$ cat config.mk
export PLATFORM = sky130hd
export DESIGN_NAME = ibd_ctrl
export DESIGN_NICKNAME = d
export VERILOG_FILES = /design/src/hdl/ibd_pkg.sv /design/src/hdl/ibd_ctrl.sv
export SDC_FILE = /design/constraint.sdc
export NUM_CORES = 1
export LEC_CHECK = 0
export ABC_AREA = 1
export BUFFER_PORTS_ARGS = -buffer_cell sky130_fd_sc_hd__buf_4
export CAP_MARGIN = 20
export CORE_MARGIN = 1.5
export CORE_UTILIZATION = 42
export CTS_CLUSTER_SIZE = 28
export DETAILED_ROUTE_END_ITERATION = 8
export SYNTH_ARGS = -nofsm -noshare
export SYNTH_HDL_FRONTEND = slang
export SYNTH_SLANG_ARGS = --single-unit
$ cat constraint.sdc
create_clock -name clk -period 8.7 [get_ports clk]
set_input_delay 2.61 -clock clk [delete_from_list [all_inputs] [get_ports clk]]
set_output_delay 2.61 -clock clk [all_outputs]
set_load 0.01 [all_outputs]
$ cat src/hdl/ibd_pkg.sv
package ibd_pkg;

  // Geometry limits
  localparam int MAX_WIDTH  = 4096;
  localparam int MAX_HEIGHT = 4096;
  localparam int MAX_FACTOR = 16;
  localparam int LINE_DEPTH = MAX_WIDTH / 2;
  localparam int ADDR_W     = $clog2(LINE_DEPTH);

  // Reciprocal divide: quotient = (sum * mult) >> RECIP_SHIFT
  localparam int RECIP_SHIFT = 24;
  localparam int RECIP_W     = 23;
  localparam int SUM_W       = 16;

  // Configuration register indexes
  typedef enum logic [1:0] {
    REG_SCALE  = 2'd0,
    REG_COLOR  = 2'd1,
    REG_WIDTH  = 2'd2,
    REG_HEIGHT = 2'd3
  } ibd_reg_t;

  // Per-transaction control carried alongside the lanes
  typedef struct packed {
    logic              valid;
    logic              wen;        // pixel lies in a whole block
    logic              first;      // top-left pixel of its block
    logic              emit;       // bottom-right pixel of its block
    logic              row_end;
    logic              frame_end;
    logic              bypass;     // previous transaction wrote the same column
    logic [1:0]        shift;      // Gaussian weight as a left shift
    logic [ADDR_W-1:0] addr;
  } ibd_stage_t;

  // Odd factors act as 3, zero as 2, oversized even factors clamp
  function automatic logic [4:0] eff_factor(input logic [4:0] f);
    logic [4:0] r;
    if (f[0]) begin
      r = 5'd3;
    end else if (f < 5'd2) begin
      r = 5'd2;
    end else if (f > 5'(MAX_FACTOR)) begin
      r = 5'(MAX_FACTOR) & 5'b11110;
    end else begin
      r = f;
    end
    return r;
  endfunction

  // ceil(2^24 / divisor); divisor is f*f for even f, 16 for the Gaussian
  function automatic logic [RECIP_W-1:0] recip_mult(input logic [4:0] f);
    logic [RECIP_W-1:0] m;
    unique case (f)
      5'd2:    m = 23'd4194304;
      5'd4:    m = 23'd1048576;
      5'd6:    m = 23'd466034;
      5'd8:    m = 23'd262144;
      5'd10:   m = 23'd167773;
      5'd12:   m = 23'd116509;
      5'd14:   m = 23'd85599;
      5'd16:   m = 23'd65536;
      default: m = 23'd1048576;
    endcase
    return m;
  endfunction

endpackage

$ cat src/hdl/ibd_ctrl.sv
module ibd_ctrl (
  input  logic                        clk,
  input  logic                        rst_n,
  input  logic                        cfg_we,
  input  logic [1:0]                  cfg_addr,
  input  logic [12:0]                 cfg_data,
  input  logic                        in_fire,
  output logic [ibd_pkg::ADDR_W-1:0]  rd_addr,
  output logic [ibd_pkg::RECIP_W-1:0] recip,
  output logic                        color,
  output ibd_pkg::ibd_stage_t         p1,
  output ibd_pkg::ibd_stage_t         p2
);

  // Configuration registers
  logic [4:0]  scale_r;
  logic        color_r;
  logic [12:0] width_r;
  logic [12:0] height_r;

  // Position counters
  logic [11:0] icol_r, icol_nxt;
  logic [11:0] irow_r, irow_nxt;
  logic [3:0]  cib_r, cib_nxt;
  logic [3:0]  rib_r, rib_nxt;
  logic [ibd_pkg::ADDR_W-1:0] ocol_r, ocol_nxt;
  logic        col_ok_r, row_ok_r;

  ibd_pkg::ibd_stage_t p1_r, p2_r, p1_nxt;

  logic [4:0]  f;
  logic [12:0] w_eff, h_eff;
  logic        cok, rok, gauss;

  always_comb begin
    f     = ibd_pkg::eff_factor(scale_r);
    gauss = f[0];
    if (width_r == 13'd0) begin
      w_eff = 13'd1;
    end else if (width_r > 13'(ibd_pkg::MAX_WIDTH)) begin
      w_eff = 13'(ibd_pkg::MAX_WIDTH);
    end else begin
      w_eff = width_r;
    end
    if (height_r == 13'd0) begin
      h_eff = 13'd1;
    end else if (height_r > 13'(ibd_pkg::MAX_HEIGHT)) begin
      h_eff = 13'(ibd_pkg::MAX_HEIGHT);
    end else begin
      h_eff = height_r;
    end
  end

  // Block fits test, taken at the first column / row of each block
  always_comb begin
    cok = (cib_r == 4'd0) ? (14'(icol_r) + 14'(f) <= 14'(w_eff)) : col_ok_r;
    rok = (rib_r == 4'd0) ? (14'(irow_r) + 14'(f) <= 14'(h_eff)) : row_ok_r;
  end

  // Stage control for the incoming pixel
  always_comb begin
    p1_nxt           = '0;
    p1_nxt.valid     = in_fire;
    p1_nxt.wen       = cok && rok;
    p1_nxt.first     = (cib_r == 4'd0) && (rib_r == 4'd0);
    p1_nxt.emit      = cok && rok && ({1'b0, cib_r} == f - 5'd1)
                       && ({1'b0, rib_r} == f - 5'd1);
    p1_nxt.row_end   = 14'(icol_r) + 14'd1 + 14'(f) > 14'(w_eff);
    p1_nxt.frame_end = p1_nxt.row_end
                       && (14'(irow_r) + 14'd1 + 14'(f) > 14'(h_eff));
    p1_nxt.bypass    = p1_r.valid && p1_r.wen && (p1_r.addr == ocol_r);
    p1_nxt.shift     = gauss ? (2'(cib_r == 4'd1) + 2'(rib_r == 4'd1)) : 2'd0;
    p1_nxt.addr      = ocol_r;
  end

  // Raster position advance
  always_comb begin
    icol_nxt = icol_r;
    irow_nxt = irow_r;
    cib_nxt  = cib_r;
    rib_nxt  = rib_r;
    ocol_nxt = ocol_r;
    if (13'(icol_r) + 13'd1 >= w_eff) begin
      icol_nxt = '0;
      cib_nxt  = '0;
      ocol_nxt = '0;
      if (13'(irow_r) + 13'd1 >= h_eff) begin
        irow_nxt = '0;
        rib_nxt  = '0;
      end else begin
        irow_nxt = irow_r + 12'd1;
        rib_nxt  = ({1'b0, rib_r} + 5'd1 >= f) ? 4'd0 : rib_r + 4'd1;
      end
    end else begin
      icol_nxt = icol_r + 12'd1;
      if ({1'b0, cib_r} + 5'd1 >= f) begin
        cib_nxt  = '0;
        ocol_nxt = ocol_r + ibd_pkg::ADDR_W'(1);
      end else begin
        cib_nxt = cib_r + 4'd1;
      end
    end
  end

  always_ff @(posedge clk) begin
    if (!rst_n) begin
      scale_r  <= 5'd2;
      color_r  <= 1'b1;
      width_r  <= 13'(ibd_pkg::MAX_WIDTH);
      height_r <= 13'(ibd_pkg::MAX_HEIGHT);
      icol_r   <= '0;
      irow_r   <= '0;
      cib_r    <= '0;
      rib_r    <= '0;
      ocol_r   <= '0;
      col_ok_r <= 1'b0;
      row_ok_r <= 1'b0;
      p1_r     <= '0;
      p2_r     <= '0;
    end else begin
      p1_r <= p1_nxt;
      p2_r <= p1_r;
      if (cfg_we) begin
        // any write restarts the frame
        unique case (ibd_pkg::ibd_reg_t'(cfg_addr))
          ibd_pkg::REG_SCALE:  scale_r  <= cfg_data[4:0];
          ibd_pkg::REG_COLOR:  color_r  <= cfg_data[0];
          ibd_pkg::REG_WIDTH:  width_r  <= cfg_data;
          ibd_pkg::REG_HEIGHT: height_r <= cfg_data;
        endcase
        icol_r <= '0;
        irow_r <= '0;
        cib_r  <= '0;
        rib_r  <= '0;
        ocol_r <= '0;
      end else if (in_fire) begin
        icol_r   <= icol_nxt;
        irow_r   <= irow_nxt;
        cib_r    <= cib_nxt;
        rib_r    <= rib_nxt;
        ocol_r   <= ocol_nxt;
        col_ok_r <= cok;
        row_ok_r <= rok;
      end
    end
  end

  assign rd_addr = ocol_r;
  assign recip   = ibd_pkg::recip_mult(f);
  assign color   = color_r;
  assign p1      = p1_r;
  assign p2      = p2_r;

endmodule

==> results_dict.tcl, run 1 <==
set metrics [dict create \
    drive_above_1_share_pct 11.3 \
    status "finished clean" \
    cp.arrival_ns 2.22 \
    grt_pass1_wl_um 37500 \
    cp-start-kind "flop" \
    cts_root_buf "clkbuf_16" \
    path_clk_slew_ns 0.06 \
    synth_edf_count 0 \
    fin_nets 1444 \
    fin_tns_setup_ns 0 \
    crit_path_max_incr_delay_ns 0.53 \
    port_buffers 89 \
    max_freq_ghz 0.207 \
    wl_met3_um 1160 \
    clockBufferDepth 2 \
    met2_length_um 10100 \
    critPathSlowestCell "nor3_2" \
    synth.distinct_cells 48 \
    ys_ff_latch 117 \
    tightest_slew_ns 0.827 \
    met1_length_um 11600 \
    synth.largest_area_cell "dfxtp_1" \
    dieWidth_um 147 \
    initial_core_util_pct 43.0 \
    mostFrequentLayoutCell "nand2_1" \
    diodes 0 \
    syn_area_mm2 0.00875 \
    vias_per_cell 5.02 \
    drv_cap 0 \
    relSlewSlack_pct 44.8 \
    max-vdd-ir-drop_v 0.000147 \
    drt_first_pass_iters 5 \
    required_ns 6.09 \
    post_cts_resized 0 \
    cts_setup_buffers 0 \
    setup_ws_ns 3.87 \
    cts_tree "yes" \
    synth_area_leaders "dfxtp_1, ha_1, nand2_1, inv_1, a21oi_1" \
    antenna_found_initial 0 \
    grt_max_degree 65 \
    preCtsSetupSlack_ns 4.05 \
    rows 52 \
    holdCritPathClass "reg -> reg" \
    grt_pass1_vias 7529 \
    fin_crit_sh_pct 55.5 \
    nFillCells 2057 \
    utilization_pct 49.5 \
    design.core.area_mm2 0.0204 \
    slew_violations 0 \
    antenna_left 0 \
    critPathMaxFanout 11 \
    wirelength_um 23100 \
    ios 94 \
    seq_area_frac_synth_pct 26.8 \
    dp_hpwl_um 18300 \
    grt_use_total_pct 21.8 \
    dieArea_mm2 0.0217 \
    dr.max_layer_used "met4" \
    leakage_uw 0.00513 \
    rsz0062_at_grt "no" \
    wl_per_cell_um 14.5 \
    setup_viol 0 \
    syn-mean-instance-area_um2 6.98 \
    clock_latency_ns 0.42 \
    via_count 7994 \
    synthCells 1254 \
    cts.sinks 117 \
    yosysWarnings 0 \
    final_cell_mix "nand2_1, inv_1, dfxtp_1" \
    period_needed_ns 4.83 \
    place_congestion 0.896 \
    drtIter0Drc 439 \
    skew_ns 0.0114 \
    numCtsBuffers 17 \
    die_y_um 147 \
    synth_top_cell_area_share_pct 26.8 \
    worstPathCellList "nor3_2, inv_1, ha_1, nand2_1, o21ai_0, buf_4" \
    power.density_mw_per_mm2 150 \
    grt_overflow 0 \
    cts_max_level 4 \
    cp-end-kind "output port" \
    syn_to_final_growth_pct 15.1 \
    worstSetupPathType "reg -> out" \
    ys.flop_type "dfxtp_1" \
    finalHoldViolations 0 \
    synthArstFlopShare_pct 0 \
    postCtsHoldBufs 0 \
    drc 0 \
]
[cell usage after synthesis (2+ instances only)]
library cell  instances
nor3_2                2
inv_1               172
buf_4                23
a22o_1                2
nor3b_1               3
nor2_4                3
o21a_1                4
nand2_1             260
ha_1                111
nand3_1              41
nor4_1                4
a21oi_2               2
inv_2                 8
xor2_1               62
a21oi_1             112
clkbuf_1             15
o22ai_1               5
buf_1                 3
o211ai_1              3
fa_1                  4
clkbuf_2              2
o21ai_0              69
clkinv_1              2
and3_1                2
a22oi_1               3
nand2_2               5
o21bai_1              4
o21ai_1               8
nor3_4                2
buf_2                12
nor2_1              112
xnor2_1               5
nand4_1              37
dfxtp_1             117
nor2_2                2
nor3_1               21
[final timing paths]
kind,to,slack (ns),cells after the start,start
min reg2reg,p2[12]$_SDFF_PN0_,0.44,2,p1[12]$_SDFF_PN0_
max,recip[16],3.87,6,scale_r[0]$_SDFFE_PN0P_
min,p2[12]$_SDFF_PN0_,0.44,2,p1[12]$_SDFF_PN0_
max reg2reg,p1[14]$_SDFF_PN0_,4.89,16,scale_r[0]$_SDFFE_PN0P_
[stage by stage]
stage          hold slack (ns)  total power (uW)  std cells  instance area (um^2)
6_report                 0.438              1510       1593                 10100
2_1_floorplan            0.443               716       1257                  8760
3_3_place_gp             0.426               777       1561                  9450
3_5_place_dp             0.430               778       1561                  9450
5_1_grt                  0.472              1580       1593                 10100
4_1_cts                  0.440              1520       1593                 10100
[critical path, delay by kind of cell (launching register included)]
kind	cells	cell delay, ns
AO/OA/AOI/OAI	1	0.10
adder cells (fa/ha/maj)	1	0.25
buffers and inverters	2	0.36
flip-flops	1	0.48
AND/OR/NAND/NOR	2	0.61
[layer usage]
layer	global-route usage [%]	vias up
li1	-	4185
met1	30.7	3607
met2	34.1	181
met3	3.79	21
met4	5.80	0
met5	0	-
[cell type report]
class / instances / area (um^2) / share of cell area (%)
Clock buffer: 18 / 429 / 4.26
Timing Repair Buffer: 90 / 676 / 6.71
Tap cell: 270 / 338 / 3.35
Multi-Input combinational cell: 902 / 5420 / 53.8
Inverter: 182 / 683 / 6.78
Sequential cell: 117 / 2340 / 23.3
Clock inverter: 14 / 188 / 1.86
[sequential cells by signal (all words and copies together), names as in the netlist, 5 cells and up]
register	count
height_r	13
icol_r	12
irow_r	12
p1	20
p2	20
rd_addr	11
scale_r	5
width_r	13
[power by group]
group | leakage [uW] | total (uW) | internal, uW | switching (uW)
Sequential | 0.000949 | 561 | 549 | 11.3
Clock | 0.000299 | 741 | 459 | 282
Combinational | 0.00388 | 208 | 73.9 | 134
Total | 0.00513 | 1510 | 1080 | 427
[kinds of logic after synthesis]
kind of cell | count (synthesis) | share of synthesized area (%)
flip-flops | 117 | 26.8
buffers and inverters | 238 | 11.5
AO/OA/AOI/OAI | 215 | 13.0
AND/OR/NAND/NOR | 500 | 25.0
XOR/XNOR | 68 | 6.89
other | 1 | 0.0429
adder cells (fa/ha/maj) | 115 | 16.8
(Power assumes the default switching activity.)
==> inputs of run 2 (changes only) <==
- clock period: 8.7 -> 4.45 ns (I/O delays scaled with it)
==> run 2 against run 1 <==
  * Combinational power grew 98%
  * Utilization is essentially flat
  * Clock-buffer cell count shrank 1
  * Largest power group unchanged
  * Routed wire length grew 1.2%
  * Sequential power grew 96%
  * Total power grew 96%
  * Non-clock buffer count grew 2
  * Largest cell class unchanged
  * Global-route usage grew 0.14 points
  * Critical path depth grew 1
  * Cell area is essentially flat
  * Setup slack lost 3.1 ns
==> results_dict.tcl, run 2 (synthesis gave the netlist of run 1 again) <==
set metrics [dict create \
    status "finished clean" \
    via_count 8040 \
    clock_latency_ns 0.43 \
    fin_tns_setup_ns 0 \
    ios 94 \
    cp-start-kind "flop" \
    drc 0 \
    cts_tree "yes" \
    rrSetupSlack_ns 0.97 \
    power.density_mw_per_mm2 294 \
    relSlewSlack_pct 49.5 \
    grt_max_degree 56 \
    path_clk_slew_ns 0.06 \
    clockBufferDepth 2 \
    cts_max_level 4 \
    dp_hpwl_um 18600 \
    grt_overflow 0 \
    syn_to_final_growth_pct 15.2 \
    drtIter0Drc 523 \
    drv_cap 0 \
    setup_ws_ns 0.770 \
    cts_root_buf "clkbuf_16" \
    tightest_slew_ns 0.751 \
    final_cell_mix "nand2_1, inv_1, dfxtp_1" \
    mostFrequentLayoutCell "nand2_1" \
    leakage_uw 0.00513 \
    holdCritPathClass "reg -> reg" \
    grt_use_total_pct 21.9 \
    postCtsHoldBufs 0 \
    initial_core_util_pct 43.0 \
    cts.sinks 117 \
    rsz0062_at_grt "no" \
    vias_per_cell 5.04 \
    fin_crit_sh_pct 82.7 \
    grt_pass1_wl_um 37700 \
    setup_viol 0 \
    worstSetupPathType "reg -> out" \
    period_needed_ns 3.68 \
    fin_nets 1446 \
    critPathMaxFanout 12 \
    antenna_found_initial 0 \
    port_buffers 89 \
    design.core.area_mm2 0.0204 \
    preCtsSetupSlack_ns 1.00 \
    drive_above_1_share_pct 11.5 \
    dieWidth_um 147 \
    required_ns 3.12 \
    diodes 0 \
    dieArea_mm2 0.0217 \
    cts_setup_buffers 0 \
    grt_pass1_vias 7302 \
    place_congestion 0.922 \
    cp.arrival_ns 2.35 \
    drt_first_pass_iters 5 \
    slew_violations 0 \
    wl_per_cell_um 14.6 \
    max-vdd-ir-drop_v 0.000287 \
    finalHoldViolations 0 \
    wirelength_um 23400 \
    numCtsBuffers 17 \
    fin_hold_ws_ns 0.434 \
    cp-end-kind "output port" \
    antenna_left 0 \
    rows 52 \
    die_y_um 147 \
    skew_ns 0.00844 \
    max_freq_ghz 0.272 \
    post_cts_resized 0 \
]
==> run 2: worst max-delay path, stage by stage (launching register included) <==
cell,delay [ns]
dfxtp_1,0.63
inv_2,0.15
nand2_2,0.28
nand2_1,0.20
nand2_1,0.10
inv_1,0.07
a21oi_1,0.30
buf_4,0.19
==> run 2: per-layer routing <==
metal	vias up	share of wire (%)	track usage [%]
li1	4184	-	-
met1	3640	52	32.4
met2	195	42	33.0
met3	21	4.9	3.04
met4	0	1.1	6.05
met5	-	0	0
==> run 2: final cells by class <==
type / instances / area, um^2
Fill cell: 2040 / 10300
Multi-Input combinational cell: 902 / 5420
Sequential cell: 117 / 2340
Timing Repair Buffer: 92 / 691
Inverter: 182 / 683
Clock buffer: 17 / 425
Tap cell: 270 / 338
Clock inverter: 15 / 184
==> run 2: final timing paths <==
kind                                         startpoint                     to  depth (start not counted)
worst min register to register        p1[11]$_SDFF_PN0_      p2[11]$_SDFF_PN0_                          2
worst max register to register  scale_r[0]$_SDFFE_PN0P_  row_ok_r$_SDFFE_PN0P_                         15
worst max-delay path            scale_r[0]$_SDFFE_PN0P_              recip[10]                          7
worst min-delay path                  p1[11]$_SDFF_PN0_      p2[11]$_SDFF_PN0_                          2
==> run 2: stage by stage <==
stage          area, um^2  std cells  power [uW]  utilization (%)
2_1_floorplan        8760       1257        1400                -
3_3_place_gp         9470       1563        1520             46.5
3_5_place_dp         9470       1563        1530             46.5
4_1_cts             10100       1595        2990             49.5
5_1_grt             10100       1595        3090             49.5
6_report            10100       1595        2960             49.5
==> run 2: power by group <==
group          internal, uW  leakage (uW)  switching [uW]
sequential             1070      0.000949            23.0
combinational           146       0.00389             266
clock                   853      0.000295             600
